**config.mk**
```make
export PLATFORM = sky130hd
export DESIGN_NAME = panel_button_press_controller
export DESIGN_NICKNAME = d
export VERILOG_FILES = /design/src/rtl/core/pbpc_pkg.sv /design/src/rtl/core/pbpc_debounce.sv /design/src/rtl/core/panel_button_press_controller.sv
export SDC_FILE = /design/constraint.sdc
export NUM_CORES = 1
export LEC_CHECK = 0
export BUFFER_PORTS_ARGS = -buffer_cell sky130_fd_sc_hd__buf_2
export CAP_MARGIN = 20
export CORE_MARGIN = 5
export CORE_UTILIZATION = 58
export DETAILED_ROUTE_END_ITERATION = 10
export GPL_TIMING_DRIVEN = 0
export PLACE_DENSITY = 0.87
export SLEW_MARGIN = 20
export SYNTH_ARGS = -nofsm -noshare
export SYNTH_HDL_FRONTEND = slang
export SYNTH_SLANG_ARGS = --single-unit
```
**constraint.sdc**
```tcl
create_clock -name clk -period 11.15 [get_ports clk]
set_input_delay 0 -clock clk [delete_from_list [all_inputs] [get_ports clk]]
set_output_delay 0 -clock clk [all_outputs]
set_load 0.03 [all_outputs]
```
**src/rtl/core/pbpc_pkg.sv**
```systemverilog
// Package for the panel button press controller.
// Holds the field widths, register indexes, power mode codes, event bit positions and reset values.
// It depends on nothing else.
`default_nettype none

package pbpc_pkg;

	// Field widths.
	localparam int TIME_W  = 32;
	localparam int DEB_W   = 10;
	localparam int CFG_W   = 16;
	localparam int IDX_W   = 2;
	localparam int MODE_W  = 2;
	localparam int SEL_W   = 3;
	localparam int EVENT_W = 6;

	// Default number of outlet rows.
	localparam int ROW_COUNT_DEF = 8;

	// Register indexes on the configuration port.
	localparam logic [IDX_W-1:0] REG_DEBOUNCE = 2'd0;
	localparam logic [IDX_W-1:0] REG_LONG     = 2'd1;
	localparam logic [IDX_W-1:0] REG_WINDOW   = 2'd2;
	localparam logic [IDX_W-1:0] REG_BLINK    = 2'd3;

	// Register values after reset.
	localparam logic [DEB_W-1:0] DEBOUNCE_RST = 10'd20;
	localparam logic [CFG_W-1:0] LONG_RST     = 16'd1500;
	localparam logic [CFG_W-1:0] WINDOW_RST   = 16'd10000;
	localparam logic [CFG_W-1:0] BLINK_RST    = 16'd250;

	// Power mode codes.
	localparam logic [MODE_W-1:0] MODE_RUN     = 2'd0;
	localparam logic [MODE_W-1:0] MODE_STANDBY = 2'd1;

	// Bit positions in event_bits.
	localparam int EV_PLUS_FALL  = 0;
	localparam int EV_PLUS_RISE  = 1;
	localparam int EV_MINUS_FALL = 2;
	localparam int EV_MINUS_RISE = 3;
	localparam int EV_SET_SHORT  = 4;
	localparam int EV_SET_LONG   = 5;

	// Status of one debounced button for the current scan.
	typedef struct packed {
		logic level;
		logic fell;
		logic rose;
	} deb_status_t;

endpackage

`default_nettype wire

```
**src/rtl/core/pbpc_debounce.sv**
```systemverilog
// Debouncer for one active-low panel button.
// It keeps the accepted level and the time the raw level last agreed with it.
// Depends on pbpc_pkg.
`default_nettype none

module pbpc_debounce (
	input  wire logic                        clk,
	input  wire logic                        arst_n,
	input  wire logic                        en,
	input  wire logic                        raw,
	input  wire logic [pbpc_pkg::TIME_W-1:0] now,
	input  wire logic [pbpc_pkg::DEB_W-1:0]  hold_ms,
	output pbpc_pkg::deb_status_t            status
);

	logic                        stable_q;
	logic [pbpc_pkg::TIME_W-1:0] agree_q;
	logic                        differ;
	logic                        take;
	logic [pbpc_pkg::TIME_W-1:0] elapsed;

	// A differing level is taken over once it has differed long enough.
	assign differ  = (raw != stable_q);
	assign elapsed = now - agree_q;
	assign take    = differ && (elapsed >= pbpc_pkg::TIME_W'(hold_ms));

	always_comb begin
		status.level = take ? raw : stable_q;
		status.fell  = take && !raw;
		status.rose  = take && raw;
	end

	// State moves only when the scan is processed.
	always_ff @(posedge clk or negedge arst_n) begin
		if (!arst_n) begin
			stable_q <= 1'b1;
			agree_q  <= '0;
		end else if (en) begin
			if (!differ) begin
				agree_q <= now;
			end
			if (take) begin
				stable_q <= raw;
			end
		end
	end

endmodule

`default_nettype wire

```
**src/rtl/core/panel_button_press_controller.sv**
```systemverilog
// Panel button press controller: debounce of four active-low buttons, short and long
// presses, a timed row selection window and a rate-limited selection LED blink.
// Depends on pbpc_pkg and pbpc_debounce.
//
// Usage: one input word is one scan of the buttons with its millisecond time stamp,
// taken when in_valid is high and in_stall is low. Each scan gives exactly one result
// word on the output channel, taken when out_valid is high and out_stall is low.
// The scan is captured in an input register and is processed from there into the
// output register, from which its result word is offered on the output channel.
// A new scan can be accepted in every cycle while the receiver does not stall; the
// sustained rate is then one scan per cycle, set by the single pass from the input
// register to the output register.
// When the receiver stalls, the output register holds its word, the input register
// holds the next scan, and in_stall rises until the output word is taken.
// Reset (arst_n low) releases all buttons, clears all timers, closes the window,
// selects row zero and loads the default register values. The user must write registers on
// the plain write port only while no scan is in flight; the block does not enforce this.
`default_nettype none

module panel_button_press_controller #(
	parameter int ROW_COUNT = pbpc_pkg::ROW_COUNT_DEF
) (
	input  wire logic                         clk,
	input  wire logic                         arst_n,
	// Configuration port.
	input  wire logic                         cfg_we,
	input  wire logic [pbpc_pkg::IDX_W-1:0]   cfg_index,
	input  wire logic [pbpc_pkg::CFG_W-1:0]   cfg_data,
	// Scan input channel.
	input  wire logic                         in_valid,
	output logic                              in_stall,
	input  wire logic [pbpc_pkg::TIME_W-1:0]  time_ms,
	input  wire logic                         plus_level,
	input  wire logic                         minus_level,
	input  wire logic                         set_level,
	input  wire logic                         power_level,
	input  wire logic [pbpc_pkg::MODE_W-1:0]  power_mode,
	input  wire logic                         blink_tick,
	// Result output channel.
	output logic                              out_valid,
	input  wire logic                         out_stall,
	output logic [pbpc_pkg::SEL_W-1:0]        selected_row,
	output logic                              window_active,
	output logic                              led_on,
	output logic [pbpc_pkg::EVENT_W-1:0]      event_bits,
	output logic                              enter_standby,
	output logic                              exit_standby,
	output logic                              toggle_relay,
	output logic                              clear_faults
);

	localparam int RW = (ROW_COUNT > 1) ? $clog2(ROW_COUNT) : 1;
	localparam logic [RW-1:0] ROW_LAST = RW'(ROW_COUNT - 1);

	// Configuration registers.
	logic [pbpc_pkg::DEB_W-1:0] debounce_q;
	logic [pbpc_pkg::CFG_W-1:0] long_q;
	logic [pbpc_pkg::CFG_W-1:0] window_to_q;
	logic [pbpc_pkg::CFG_W-1:0] blink_per_q;

	// Input register.
	logic                          valid_s1;
	logic [pbpc_pkg::TIME_W-1:0]   time_s1;
	logic                          plus_s1;
	logic                          minus_s1;
	logic                          set_s1;
	logic                          power_s1;
	logic [pbpc_pkg::MODE_W-1:0]   mode_s1;
	logic                          tick_s1;

	// Controller state.
	logic [pbpc_pkg::TIME_W-1:0]   set_start_q;
	logic [pbpc_pkg::TIME_W-1:0]   pwr_start_q;
	logic                          set_pend_q;
	logic                          pwr_pend_q;
	logic [RW-1:0]                 row_q;
	logic                          window_q;
	logic [pbpc_pkg::TIME_W-1:0]   last_press_q;
	logic                          phase_q;
	logic [pbpc_pkg::TIME_W-1:0]   last_blink_q;

	// Next-state and result values of the current scan.
	logic [pbpc_pkg::TIME_W-1:0]   set_start_n;
	logic [pbpc_pkg::TIME_W-1:0]   pwr_start_n;
	logic                          set_pend_n;
	logic                          pwr_pend_n;
	logic [RW-1:0]                 row_n;
	logic                          window_n;
	logic [pbpc_pkg::TIME_W-1:0]   last_press_n;
	logic                          phase_n;
	logic [pbpc_pkg::TIME_W-1:0]   last_blink_n;
	logic [pbpc_pkg::EVENT_W-1:0]  ev_n;
	logic                          enter_n;
	logic                          exit_n;
	logic                          toggle_n;
	logic                          clear_n;
	logic [31:0]                   row_wide;

	logic                          advance;
	pbpc_pkg::deb_status_t         plus_st;
	pbpc_pkg::deb_status_t         minus_st;
	pbpc_pkg::deb_status_t         set_st;
	pbpc_pkg::deb_status_t         pwr_st;

	// Handshake: the scan in the input register is processed when the output register
	// is free or is being emptied in this cycle.
	assign advance  = valid_s1 && (!out_valid || !out_stall);
	assign in_stall = valid_s1 && !advance;

	// Configuration write port.
	always_ff @(posedge clk or negedge arst_n) begin
		if (!arst_n) begin
			debounce_q  <= pbpc_pkg::DEBOUNCE_RST;
			long_q      <= pbpc_pkg::LONG_RST;
			window_to_q <= pbpc_pkg::WINDOW_RST;
			blink_per_q <= pbpc_pkg::BLINK_RST;
		end else if (cfg_we) begin
			unique case (cfg_index)
				pbpc_pkg::REG_DEBOUNCE: debounce_q  <= cfg_data[pbpc_pkg::DEB_W-1:0];
				pbpc_pkg::REG_LONG:     long_q      <= cfg_data;
				pbpc_pkg::REG_WINDOW:   window_to_q <= cfg_data;
				pbpc_pkg::REG_BLINK:    blink_per_q <= cfg_data;
				default: ;
			endcase
		end
	end

	// Input register.
	always_ff @(posedge clk or negedge arst_n) begin
		if (!arst_n) begin
			valid_s1 <= 1'b0;
		end else if (!in_stall) begin
			valid_s1 <= in_valid;
		end
	end

	always_ff @(posedge clk) begin
		if (in_valid && !in_stall) begin
			time_s1  <= time_ms;
			plus_s1  <= plus_level;
			minus_s1 <= minus_level;
			set_s1   <= set_level;
			power_s1 <= power_level;
			mode_s1  <= power_mode;
			tick_s1  <= blink_tick;
		end
	end

	// One debouncer per button.
	pbpc_debounce u_deb_plus (
		.clk(clk), .arst_n(arst_n), .en(advance), .raw(plus_s1), .now(time_s1),
		.hold_ms(debounce_q), .status(plus_st)
	);

	pbpc_debounce u_deb_minus (
		.clk(clk), .arst_n(arst_n), .en(advance), .raw(minus_s1), .now(time_s1),
		.hold_ms(debounce_q), .status(minus_st)
	);

	pbpc_debounce u_deb_set (
		.clk(clk), .arst_n(arst_n), .en(advance), .raw(set_s1), .now(time_s1),
		.hold_ms(debounce_q), .status(set_st)
	);

	pbpc_debounce u_deb_pwr (
		.clk(clk), .arst_n(arst_n), .en(advance), .raw(power_s1), .now(time_s1),
		.hold_ms(debounce_q), .status(pwr_st)
	);

	// Scan processing: blink service, power button, then the run-mode buttons.
	always_comb begin
		logic [pbpc_pkg::TIME_W-1:0] blink_gap;
		logic [pbpc_pkg::TIME_W-1:0] idle_gap;
		logic [pbpc_pkg::TIME_W-1:0] pwr_held;
		logic [pbpc_pkg::TIME_W-1:0] set_held;
		logic                        in_run;

		blink_gap = time_s1 - last_blink_q;
		idle_gap  = time_s1 - last_press_q;
		in_run    = (mode_s1 == pbpc_pkg::MODE_RUN);

		row_n        = row_q;
		window_n     = window_q;
		last_press_n = last_press_q;
		phase_n      = phase_q;
		last_blink_n = last_blink_q;
		ev_n         = '0;
		enter_n      = 1'b0;
		exit_n       = 1'b0;
		toggle_n     = 1'b0;
		clear_n      = 1'b0;

		// Blink service, skipped when the tick comes too soon.
		if (tick_s1 && (blink_gap >= pbpc_pkg::TIME_W'(blink_per_q[pbpc_pkg::CFG_W-1:1]))) begin
			last_blink_n = time_s1;
			if (window_q && (idle_gap >= pbpc_pkg::TIME_W'(window_to_q))) begin
				window_n = 1'b0;
				phase_n  = 1'b0;
			end else if (window_q) begin
				phase_n = !phase_q;
			end else begin
				phase_n = 1'b0;
			end
		end

		// A taken level change restarts the press timer of SET and PWR.
		set_start_n = (set_st.fell || set_st.rose) ? time_s1 : set_start_q;
		pwr_start_n = (pwr_st.fell || pwr_st.rose) ? time_s1 : pwr_start_q;
		pwr_held    = time_s1 - pwr_start_n;
		set_held    = time_s1 - set_start_n;

		// Power button: long press asks for standby in run, short press exits standby.
		pwr_pend_n = pwr_pend_q || pwr_st.fell;
		if (!pwr_st.level && pwr_pend_n && (pwr_held >= pbpc_pkg::TIME_W'(long_q))) begin
			pwr_pend_n = 1'b0;
			if (in_run) begin
				enter_n  = 1'b1;
				window_n = 1'b0;
				phase_n  = 1'b0;
			end
		end
		if (pwr_st.rose && pwr_pend_n) begin
			pwr_pend_n = 1'b0;
			if (mode_s1 == pbpc_pkg::MODE_STANDBY) begin
				exit_n = 1'b1;
			end
		end

		set_pend_n = set_pend_q;
		if (in_run) begin
			// PLUS opens the window or steps the row forward.
			if (plus_st.fell) begin
				if (!window_n) begin
					window_n     = 1'b1;
					last_press_n = time_s1;
					phase_n      = 1'b1;
					last_blink_n = time_s1;
				end else begin
					row_n        = (row_n == ROW_LAST) ? '0 : row_n + RW'(1);
					last_press_n = time_s1;
				end
				ev_n[pbpc_pkg::EV_PLUS_FALL] = 1'b1;
			end
			ev_n[pbpc_pkg::EV_PLUS_RISE] = plus_st.rose;

			// MINUS opens the window or steps the row back.
			if (minus_st.fell) begin
				if (!window_n) begin
					window_n     = 1'b1;
					last_press_n = time_s1;
					phase_n      = 1'b1;
					last_blink_n = time_s1;
				end else begin
					row_n        = (row_n == '0) ? ROW_LAST : row_n - RW'(1);
					last_press_n = time_s1;
				end
				ev_n[pbpc_pkg::EV_MINUS_FALL] = 1'b1;
			end
			ev_n[pbpc_pkg::EV_MINUS_RISE] = minus_st.rose;

			// SET long clears faults; SET short opens the window or toggles the relay.
			set_pend_n = set_pend_n || set_st.fell;
			if (!set_st.level && set_pend_n && (set_held >= pbpc_pkg::TIME_W'(long_q))) begin
				set_pend_n                  = 1'b0;
				clear_n                     = 1'b1;
				ev_n[pbpc_pkg::EV_SET_LONG] = 1'b1;
				window_n                    = 1'b0;
				phase_n                     = 1'b0;
			end
			if (set_st.rose && set_pend_n) begin
				set_pend_n = 1'b0;
				if (!window_n) begin
					window_n     = 1'b1;
					last_press_n = time_s1;
					phase_n      = 1'b1;
					last_blink_n = time_s1;
				end else begin
					last_press_n                 = time_s1;
					toggle_n                     = 1'b1;
					ev_n[pbpc_pkg::EV_SET_SHORT] = 1'b1;
				end
			end
		end
	end

	assign row_wide = 32'(row_n);

	// Controller state update.
	always_ff @(posedge clk or negedge arst_n) begin
		if (!arst_n) begin
			set_start_q  <= '0;
			pwr_start_q  <= '0;
			set_pend_q   <= 1'b0;
			pwr_pend_q   <= 1'b0;
			row_q        <= '0;
			window_q     <= 1'b0;
			last_press_q <= '0;
			phase_q      <= 1'b0;
			last_blink_q <= '0;
		end else if (advance) begin
			set_start_q  <= set_start_n;
			pwr_start_q  <= pwr_start_n;
			set_pend_q   <= set_pend_n;
			pwr_pend_q   <= pwr_pend_n;
			row_q        <= row_n;
			window_q     <= window_n;
			last_press_q <= last_press_n;
			phase_q      <= phase_n;
			last_blink_q <= last_blink_n;
		end
	end

	// Output register.
	always_ff @(posedge clk or negedge arst_n) begin
		if (!arst_n) begin
			out_valid <= 1'b0;
		end else if (!out_valid || !out_stall) begin
			out_valid <= valid_s1;
		end
	end

	always_ff @(posedge clk) begin
		if (advance) begin
			selected_row  <= row_wide[pbpc_pkg::SEL_W-1:0];
			window_active <= window_n;
			led_on        <= window_n && phase_n;
			event_bits    <= ev_n;
			enter_standby <= enter_n;
			exit_standby  <= exit_n;
			toggle_relay  <= toggle_n;
			clear_faults  <= clear_n;
		end
	end

	// A long SET press and a short SET press never resolve in the same scan.
	a_set_exclusive: assert property (@(posedge clk) disable iff (!arst_n)
		out_valid |-> !(toggle_relay && clear_faults))
		else $error("toggle_relay and clear_faults in the same word");

	// Standby entry and exit need different power modes.
	a_standby_exclusive: assert property (@(posedge clk) disable iff (!arst_n)
		out_valid |-> !(enter_standby && exit_standby))
		else $error("enter_standby and exit_standby in the same word");

	// The LED is only lit while the window is open.
	a_led_window: assert property (@(posedge clk) disable iff (!arst_n)
		out_valid |-> (!led_on || window_active))
		else $error("led_on with the window closed");

	// The SET event bits follow the relay and fault pulses.
	a_set_events: assert property (@(posedge clk) disable iff (!arst_n)
		out_valid |-> ((event_bits[pbpc_pkg::EV_SET_SHORT] == toggle_relay) &&
			(event_bits[pbpc_pkg::EV_SET_LONG] == clear_faults)))
		else $error("SET event bits disagree with the pulses");

	// The input side only stalls while a scan waits in the input register.
	a_stall_cause: assert property (@(posedge clk) disable iff (!arst_n)
		in_stall |-> (valid_s1 && out_valid && out_stall))
		else $error("input stalled without a waiting scan");

endmodule

`default_nettype wire

```
; ---- Word-level counts from Yosys, hierarchy flattened
; Index checks and enable logic that the tools add are counted.
[classes]
n_addsub = 10
n_lt_le_gt_ge = 8
eq_ne = 9
mux = 59
bitwise = 4
reduce_logical = 56
[ops]
columns = cell, n
row1 = 2-to-1 mux 32 bit, 13
row2 = subtractor 32 bit, 8
row3 = >= comparator 32 x 10 -> 1 bit, 4
row4 = >= comparator 32 x 16 -> 1 bit, 3
row5 = 2-to-1 mux 1 bit, 38
row6 = >= comparator 32 x 15 -> 1 bit, 1
row7 = logical AND 1 bit, 24
row8 = 2-to-1 mux 3 bit, 8
row9 = AND reduction 2 bit, 11
row10 = logical NOT 1 bit, 11
row11 = logical OR 1 bit, 5
row12 = == test 2 x 1 -> 1 bit (second input constant), 2
row13 = == test 2 bit (second input constant), 2
row14 = logical NOT 2 bit, 2
row15 = inequality test 1 bit, 4
row16 = inverter 1 bit, 4
row17 = adder 3 x 1 -> 3 bit (second input constant), 1
row18 = == test 3 bit (second input constant), 1
row19 = logical NOT 3 bit, 1
row20 = AND reduction 3 bit, 1
row21 = nonzero test 3 bit, 1
row22 = subtractor 3 x 1 -> 3 bit (second input constant), 1
[totals]
reg_bits = 381
output_inout_bits = 17
elab_cells = 184

; ---- Depth between registers and ports, before layout
; Gate-level depths: netlist of the first run.
[depth]
depth_word = 19
mapped_depth = 57

; ---- Cells and area by module
; A second synthesis of the first run with hierarchy kept.
[hier_totals]
hier_cells = 4010
area_unflattened_um2 = 34530.6
[by_module_without_submodules]
columns = module, instances, cells_each, area_per_inst_um2, seq_area_each_um2
row1 = panel_button_press_controller, 1, 2120, 19228.4, 6441.2
row2 = pbpc_debounce at u_deb_plus ..., 3, 483, 3865.0, 827.0
row3 = pbpc_debounce at u_deb_minus, 1, 441, 3707.3, 827.0

; ---- Worst setup path before layout of the first run
; No wires, ideal clock.
[synth_timing]
kind = register to register
startpoint = register time_s1[1] in the netlist's numbering
endpoint = register selected_row[0] in the netlist's numbering (data pin)
setup_ps = 272
arrival_time_ps = 11889
required_time_ps = 10878
slack_ps = -1011
path_stages_with_launch = 55
period_less_slack_ps = 12161
cell_sequence = edfxtp_1 inv_1 fa_1 nand2b_1 a21o_1 nand2_1 xor2_1 ha_1 a21o_1 a221o_1 nand3_1 o2111ai_1 or4_4 nor4_4 nand4bb_2 buf_2 nand2_1 o21ai_0 [19 not listed] o21ai_0 a2111o_1 or4_1 a2111oi_0 o2111ai_1 a2111oi_4 o21ai_2 buf_6 or2_2 clkbuf_1 nor3_1 a21oi_1 ha_1 ha_1 nor2_1 or4b_4 a41oi_1 a31oi_1
[synth_between]
elab_chain_len = 18
elab_cells_between_ends = 43
cone_classes = 7 x add/sub / 6 x order compare / 15 x mux / 15 x reduce/logical
[synth_lines]
columns = element, line
row1 = from (decl), panel_button_press_controller.sv:63  ; logic [pbpc_pkg::TIME_W-1:0] time_s1;
row2 = from (signal assigned), panel_button_press_controller.sv:139  ; time_s1 <= time_ms;
row3 = subtractor 32 bit (*), pbpc_debounce.sv:24  ; assign elapsed = now - agree_q;
row4 = >= comparator 32 x 10 -> 1 bit (*), pbpc_debounce.sv:25  ; assign take = differ && (elapsed >= pbpc_pkg::TIME_W'(hold_ms));
row5 = logical AND 1 bit (*), pbpc_debounce.sv:25
row6 = "logical AND 1 bit, on equally long branches", "pbpc_debounce.sv:29, pbpc_debounce.sv:30"
row7 = logical OR 1 bit (*), panel_button_press_controller.sv:208  ; pwr_start_n = (pwr_st.fell || pwr_st.rose) ? time_s1 : pwr_start_q;
row8 = 2-to-1 mux 32 bit (*), panel_button_press_controller.sv:208
row9 = named net pwr_start_n (one bit), panel_button_press_controller.sv:84  ; logic [pbpc_pkg::TIME_W-1:0] pwr_start_n;
row10 = subtractor 32 bit (*), panel_button_press_controller.sv:209  ; pwr_held = time_s1 - pwr_start_n;
row11 = [4 not listed], --
row12 = 2-to-1 mux 3 bit, panel_button_press_controller.sv:232  ; if (plus_st.fell) begin
row13 = 2-to-1 mux 3 bit, panel_button_press_controller.sv:230  ; if (in_run) begin
row14 = subtractor 3 x 1 -> 3 bit or logical NOT 3 bit (tied branches), panel_button_press_controller.sv:254  ; row_n = (row_n == '0) ? ROW_LAST : row_n - RW'(1);
row15 = 2-to-1 mux 3 bit, panel_button_press_controller.sv:254
row16 = 2-to-1 mux 3 bit, panel_button_press_controller.sv:248  ; if (!window_n) begin
row17 = 2-to-1 mux 3 bit (*), panel_button_press_controller.sv:247  ; if (minus_st.fell) begin
row18 = 2-to-1 mux 3 bit (*), panel_button_press_controller.sv:230
row19 = named net row_n[0], panel_button_press_controller.sv:87  ; logic [RW-1:0] row_n;
row20 = to (signal assigned), panel_button_press_controller.sv:324  ; selected_row <= row_wide[pbpc_pkg::SEL_W-1:0];
row21 = to (decl), panel_button_press_controller.sv:42  ; output logic [pbpc_pkg::SEL_W-1:0] selected_row,
; The timed path passes the listed nets; every way through them passes the cells marked *. The select of a mux whose other input is x is not followed.
; A chain may end at the register's enable or synchronous reset.

; ---- Final worst setup path of the first run
[layout_timing]
startpoint = register time_s1[0] in the netlist's numbering
endpoint = register selected_row[0] in the netlist's numbering (data pin)
[layout_between]
elab_chain_len = 18
elab_cells_between_ends = 43
cone_classes = 7 x add/sub / 6 x order compare / 15 x mux / 15 x reduce/logical
[layout_lines]
columns = element, line
row1 = subtractor 32 bit, pbpc_debounce.sv:24
row2 = >= comparator 32 x 10 -> 1 bit, pbpc_debounce.sv:25
row3 = logical AND 1 bit, pbpc_debounce.sv:25
row4 = "logical AND 1 bit, on equally long branches", "pbpc_debounce.sv:29, pbpc_debounce.sv:30"
row5 = logical OR 1 bit, panel_button_press_controller.sv:208
row6 = 2-to-1 mux 32 bit (*), panel_button_press_controller.sv:208
row7 = named net pwr_start_n (one bit), panel_button_press_controller.sv:84
row8 = subtractor 32 bit (*), panel_button_press_controller.sv:209
row9 = [4 not listed], --
row10 = 2-to-1 mux 3 bit, panel_button_press_controller.sv:232
row11 = 2-to-1 mux 3 bit, panel_button_press_controller.sv:230
row12 = subtractor 3 x 1 -> 3 bit or logical NOT 3 bit (tied branches), panel_button_press_controller.sv:254
row13 = 2-to-1 mux 3 bit, panel_button_press_controller.sv:254
row14 = 2-to-1 mux 3 bit, panel_button_press_controller.sv:248
row15 = 2-to-1 mux 3 bit (*), panel_button_press_controller.sv:247
row16 = 2-to-1 mux 3 bit (*), panel_button_press_controller.sv:230
row17 = named net row_n[0], panel_button_press_controller.sv:87
; Marked as above.

==> results of run 1 <==
synthesized netlist by cell type, types with 47 or more instances:
library cell | instances | area share
sky130_fd_sc_hd__nand2_1 | 360 | 0.043
sky130_fd_sc_hd__ha_1 | 352 | 0.14
sky130_fd_sc_hd__inv_1 | 345 | 0.041
sky130_fd_sc_hd__o21ai_0 | 335 | 0.054
sky130_fd_sc_hd__dfrtp_1 | 302 | 0.24
sky130_fd_sc_hd__a21oi_1 | 236 | 0.038
sky130_fd_sc_hd__nor2_1 | 195 | 0.023
sky130_fd_sc_hd__mux2_2 | 153 | 0.055
sky130_fd_sc_hd__a21o_1 | 106 | 0.025
sky130_fd_sc_hd__clkbuf_1 | 99 | 0.012
sky130_fd_sc_hd__xnor2_1 | 83 | 0.023
sky130_fd_sc_hd__mux2i_1 | 78 | 0.025
sky130_fd_sc_hd__nand2b_1 | 66 | 0.013
sky130_fd_sc_hd__edfxtp_1 | 52 | 0.050
sky130_fd_sc_hd__nor2b_1 | 52 | 0.010
sky130_fd_sc_hd__nand3_1 | 48 | 0.0077
sky130_fd_sc_hd__nor3_1 | 47 | 0.0075
final timing paths:
| path | end | slack (ps) |
|---|---|---|
| max | selected_row[0]$_DFFE_PP_ | -460 |
| min | blink_per_q[15]$_DFFE_PN0P_ | 6 |
| max reg2reg | selected_row[0]$_DFFE_PP_ | -460 |
| min reg2reg | set_start_q[0]$_DFFE_PN0P_ | 480 |
| max in group asynchronous | u_deb_pwr.agree_q[27]$_DFFE_PN0P_ | 9910 |
| min in group clk | blink_per_q[2]$_DFFE_PN0P_ | 20 |
layer usage:
metal / share of wire / track usage
met3: 0.083 / 0.0464
met4: 0.065 / 0.184
met1: 0.39 / 0.384
met5: 0 / 0
met2: 0.47 / 0.529
power by group through the flow:
stage	clock network, mW	registers, mW	logic (mW)
3_5_place_dp	0	2.03	4.62
6_report	1.56	2.02	5.08
4_1_cts	1.57	2.01	4.87
3_3_place_gp	0	2.01	4.49
5_1_grt	1.63	2.05	5.58
2_1_floorplan	0	1.97	3.57
through the flow:
step	instance area (um^2)	util
detailed placement	32800	0.610
floorplan	31400	-
global placement	32600	0.608
finish	36000	0.670
CTS	35700	0.665
global route	36000	0.670
timing repair:
item / in CTS / in global routing
hold buffers: 62 / 0
cloned: 0 / 0
setup endpoints to repair: 46 / 44
pin swaps: 27 / 42
gates resized for setup: 78 / 33
endpoints found under the hold margin: 248 / 0
setup buffers: 63 / 17
cells in the final DEF, fill, tap and decap left out, drive strengths merged, types with 26 or more instances in the layout:
master and n:
clkbuf 161, ha 352, o21bai 30, mux2 154, dfrtp 302, and3 29
nor3 48, inv 346, nor2 195, a211oi 31, nand4 46, dlygate4sd3 62
edfxtp 52, nand3 48, nor2b 52, buf 197, xnor2 83, o21ai 336
a21o 106, xor2 45, o21a 38, a21oi 238, a31oi 26, nand2 360
mux2i 78, nand2b 66
area by class of cell:
type / instances / area (um^2)
inverter: 345 / 1300
buffer: 130 / 651
tap: 696 / 871
sequential: 378 / 9750
clock buffer: 65 / 1290
clock inverter: 18 / 254
timing repair buffer: 225 / 1740
antenna: 1 / 2.50
fill: 4117 / 17700
multi-input combinational: 2740 / 20100
logic make-up after synthesis:
logic type / Yosys count / synth area share
mux: 232 / 0.0804
xor+xnor: 128 / 0.0360
fa+ha+maj: 367 / 0.148
simple gates: 969 / 0.151
buf+inv: 478 / 0.0611
compound gates: 1044 / 0.212
flops: 378 / 0.311
registers in the layout, indices dropped and copies added (netlist names), 3 cells and up:
signal / cells
debounce_q: 10
long_q: 16
last_blink_q: 32
u_deb_minus.agree_q: 32
pwr_start_q: 32
u_deb_plus.agree_q: 32
blink_per_q: 15
set_start_q: 32
event_bits: 6
selected_row: 3
row_q: 3
last_press_q: 32
u_deb_pwr.agree_q: 32
window_to_q: 16
time_s1: 32
u_deb_set.agree_q: 32
==> metrics.txt, run 1 <==
outcome complete, but fails checks; violations in the final reports setup timing; master of the slowest instance on the critical path sky130_fd_sc_hd__or4_4; Detailed Place HPWL 70.7 mm; kind of cell with the highest combined delay on the critical path compound AO/OA/AOI/OAI gates; cts bufs inserted 45; Max rail drop VDD 164 uV; sequential power share 0.233; crit path buf inv count 10; CTS tree built; crit path launch type flip-flop; Die Y 242 um; via count of the first global-routing pass 28700; power density over the cells 241 nW/um^2; max cap viols 0; RSZ-0062 raised after global routing yes; pin count of the biggest net entering global routing 96; ANT nets after route 0; async set-reset flop share out of synthesis 0.862; path depth of the worst reg2reg path 57; max-slew violation count 0; routed vias/inst 6.30; Area growth syn-to-layout 14.9%; final period utilization 1.04; count of standard-cell rows 85; Clock Tree Root sky130_fd_sc_hd__clkbuf_16; Worst-Skew Late Latency around 590 ps; final routed DRC violation total 0; number of non-filler instances in the completed layout 4598; die outline area 58800 um^2; port buffer count 78; Gate power share 0.587; count of warnings emitted by yosys 0; switching power 3.76 mW; top_reg_cell synth sky130_fd_sc_hd__dfrtp_1; clock-pin slew on the worst setup and hold paths 60 ps; number of vias after detailed routing approximately 29000; CTS HTree Levels 2; setup ws final -458 ps; maximum frequency from static timing analysis 86.1 MHz; type of the worst setup path flip-flop to flip-flop; fin crit period 11610 ps; EDFF count, synth 52; buffers from clock root to sink, at most 3; worst-path fanout max 6; post-route setup TNS -1630 ps; placed insts ~4400; total core area 53700 um^2; cell depth of the worst setup path 57; post-synthesis cell type count 97; share of cells above drive strength 1 0.144; slew at the pin closest to its max-slew limit roughly 1100 ps; DR WL/cell 21.0 um; Leakage Power between 15 and 20 nW; number of sinks driven by the clock tree 378; Min Hold Slack 5.94 ps; pre-CTS worst setup slack -2590 ps; total of flip-flops plus latches after synthesis around 380; path type of the worst min-delay path input pin to async pin; total overflow reported by the global router 0; WP data required approximately 12000 ps; headroom to the max-slew limit 0.264; number of hold violations in the final report 0; antenna violations before repair 1; startpoint of the worst setup timing path time_s1[0]$_DFFE_PP_; routed wire length 96.7 mm; combined global-route utilization of all metal layers 0.314; cells after synthesis 3596; internal portion of total power just under 5 mW; # IOs between 70 and 80; Setup-failing EPs final 7; mean instance size in the synthesized netlist slightly below 9 um^2; width of the die 242 um; layout net count 4287; starting utilization of the core area 0.583; placer's final routability congestion estimate between 0.9 and 1; clock share of power 0.180; total iterations of the first detailed-routing run 6; data arrival at the endpoint of the critical path around 12000 ps; Post-Synthesis Cell Area 31300 um^2; Synthesized Nets 4018; source of the worst register-to-register timing path time_s1[0]$_DFFE_PP_; cell repeated most along the worst path sky130_fd_sc_hd__buf_4; wire length of the first global-routing pass approximately 150 mm; fraction of the yosys area taken by sequential cells 0.311; Worst path max stage delay 560 ps; DRT iter0 DRCs ~2700; endpoint type of the worst setup path flip-flop; switching portion of total power 0.435; final clock skew 27.5 ps; Power, Total ~8.7 mW
Power figures use the tool's default switching activity.
==> inputs of run 2 (changes only) <==
- GPL_TIMING_DRIVEN: 0 -> default
==> run 2 against run 1 <==
Against the previous run: the flow now finishes without violations; global-route usage fell by 2.5 points; cell area fell by 2.0%; routed wire length fell by 8.3%; critical path depth fell by 3; largest cell class unchanged; largest power group unchanged; highest routed layer unchanged.
==> metrics.txt, run 2 (synthesized netlist as in run 1, its figures left out) <==
# IOs 79; Clock Tree Root sky130_fd_sc_hd__clkbuf_16; max cap viols 0; Area growth syn-to-layout 12.6%; fin crit period approximately 11000 ps; via count of the first global-routing pass 26900; combined global-route utilization of all metal layers 0.289; Detailed Place HPWL roughly 64 mm; share of cells above drive strength 1 0.137; wire length of the first global-routing pass 140 mm; final clock skew 29.7 ps; kind of cell with the highest combined delay on the critical path compound AO/OA/AOI/OAI gates; final core utilization 0.657; buffers from clock root to sink, at most 3; Worst path max stage delay 540 ps; type of the worst setup path flip-flop to flip-flop; Max rail drop VDD approximately 170 uV; Worst-Skew Late Latency 590 ps; CTS HTree Levels 2; routed vias/inst about 6.2; Min Hold Slack 90.2 ps; worst-path fanout max 6; RSZ-0062 raised after global routing yes; Leakage Power around 16 nW; number of sinks driven by the clock tree ~380; CTS tree built; final routed DRC violation total 0; slew at the pin closest to its max-slew limit 1100 ps; leading cell types in the layout, fill and taps excluded sky130_fd_sc_hd__nand2_1 (356), sky130_fd_sc_hd__ha_1 (343), sky130_fd_sc_hd__inv_1 (342); number of vias after detailed routing 27700; endpoint type of the worst setup path flip-flop; Global Route met1 Usage 0.363; maximum frequency from static timing analysis 91.2 MHz; data arrival at the endpoint of the critical path about 11000 ps; width of the die about 240 um; cts bufs inserted 45; Die Y 242 um; max-slew violation count 0; count of standard-cell rows 85; outcome completed; pin count of the biggest net entering global routing 148; total core area about 54000 um^2; layer carrying the most global-route usage met2; DR WL/cell 19.8 um; headroom to the max-slew limit 0.260; clock-pin slew on the worst setup and hold paths 60 ps; placer's final routability congestion estimate 1.01; cell repeated most along the worst path sky130_fd_sc_hd__a21o_1; ANT nets after route 0; port buffer count 78; most frequent standard cell in the layout excluding fill and tap cells sky130_fd_sc_hd__nand2_1; number of hold violations in the final report 0; crit path launch type flip-flop; power density over the cells 238 nW/um^2; master of the slowest instance on the critical path sky130_fd_sc_hd__or4_4; Setup-failing EPs final 0; DRT iter0 DRCs around 2200; total iterations of the first detailed-routing run 7; WP data required 11440 ps; crit path buf inv count 4; total overflow reported by the global router 0; path type of the worst min-delay path input pin to async pin; starting utilization of the core area 0.583; routed wire length 88.6 mm; layout net count between 4000 and 5000; routing usage on met3 0.0362; die outline area 58800 um^2; GR Layer Usage met2 0.503; final period utilization 0.983; antenna violations before repair 1
[run 2: repair_timing]
action                     4_1_cts  5_1_grt
pin swaps                        5       43
hold buffers                    77        0
hold endpoints to repair       209        0
setup endpoints to repair        5       11
gates resized for setup          9       67
buffers inserted                 3       15
gates cloned                     0        0
[run 2: layer usage]
layer	up-vias	routed length [um]	part of all wire
li1	13200	-	-
met1	13300	36400	0.41
met2	955	42800	0.48
met3	268	5260	0.059
met4	0	4240	0.048
met5	-	0	0
[run 2: final cells by class]
type / instances / area [um^2]
sequential: 378 / 9750
antenna: 1 / 2.50
inverter: 345 / 1290
timing repair buffer: 234 / 1780
fill: 4311 / 18400
clock buffer: 60 / 1260
clock inverter: 22 / 211
multi-input combinational: 2740 / 20100
tap: 696 / 871
[run 2: metrics by stage]
stage | setup slack, ps | cells | setup TNS [ps] | total power [mW] | cell area [um^2]
final | 186 | 4476 | 0 | 8.41 | 35300
after global placement | 220 | 4298 | 0 | 6.49 | 32500
after CTS | 23.9 | 4460 | 0 | 8.20 | 34800
after detailed placement | -84.0 | 4298 | -84.0 | 6.63 | 32500
after global routing | -237 | 4475 | -467 | 9.06 | 35300
after floorplan | 22.5 | 3596 | 0 | 5.53 | 31400
[run 2: report_power, final]
part	switching (mW)	internal, mW	leakage, nW	total (mW)
sequential	0.187	1.80	4.41	1.99
clock	0.619	0.868	0.729	1.49
combinational	2.85	2.08	11.0	4.93
[run 2: worst paths after layout]
kind	startpoint	slack (ps)	depth (start not counted)	end
setup / recovery	time_s1[0]$_DFFE_PP_	190	54	selected_row[0]$_DFFE_PP_
hold / removal	arst_n	90	2	last_press_q[4]$_DFFE_PN0P_
setup reg to reg	time_s1[0]$_DFFE_PP_	190	54	selected_row[0]$_DFFE_PP_
hold reg to reg	set_start_q[15]$_DFFE_PN0P_	480	2	set_start_q[15]$_DFFE_PN0P_
max in group asynchronous	arst_n	9570	3	u_deb_set.agree_q[17]$_DFFE_PN0P_
min in group clk	time_ms[18]	120	2	time_s1[18]$_DFFE_PP_
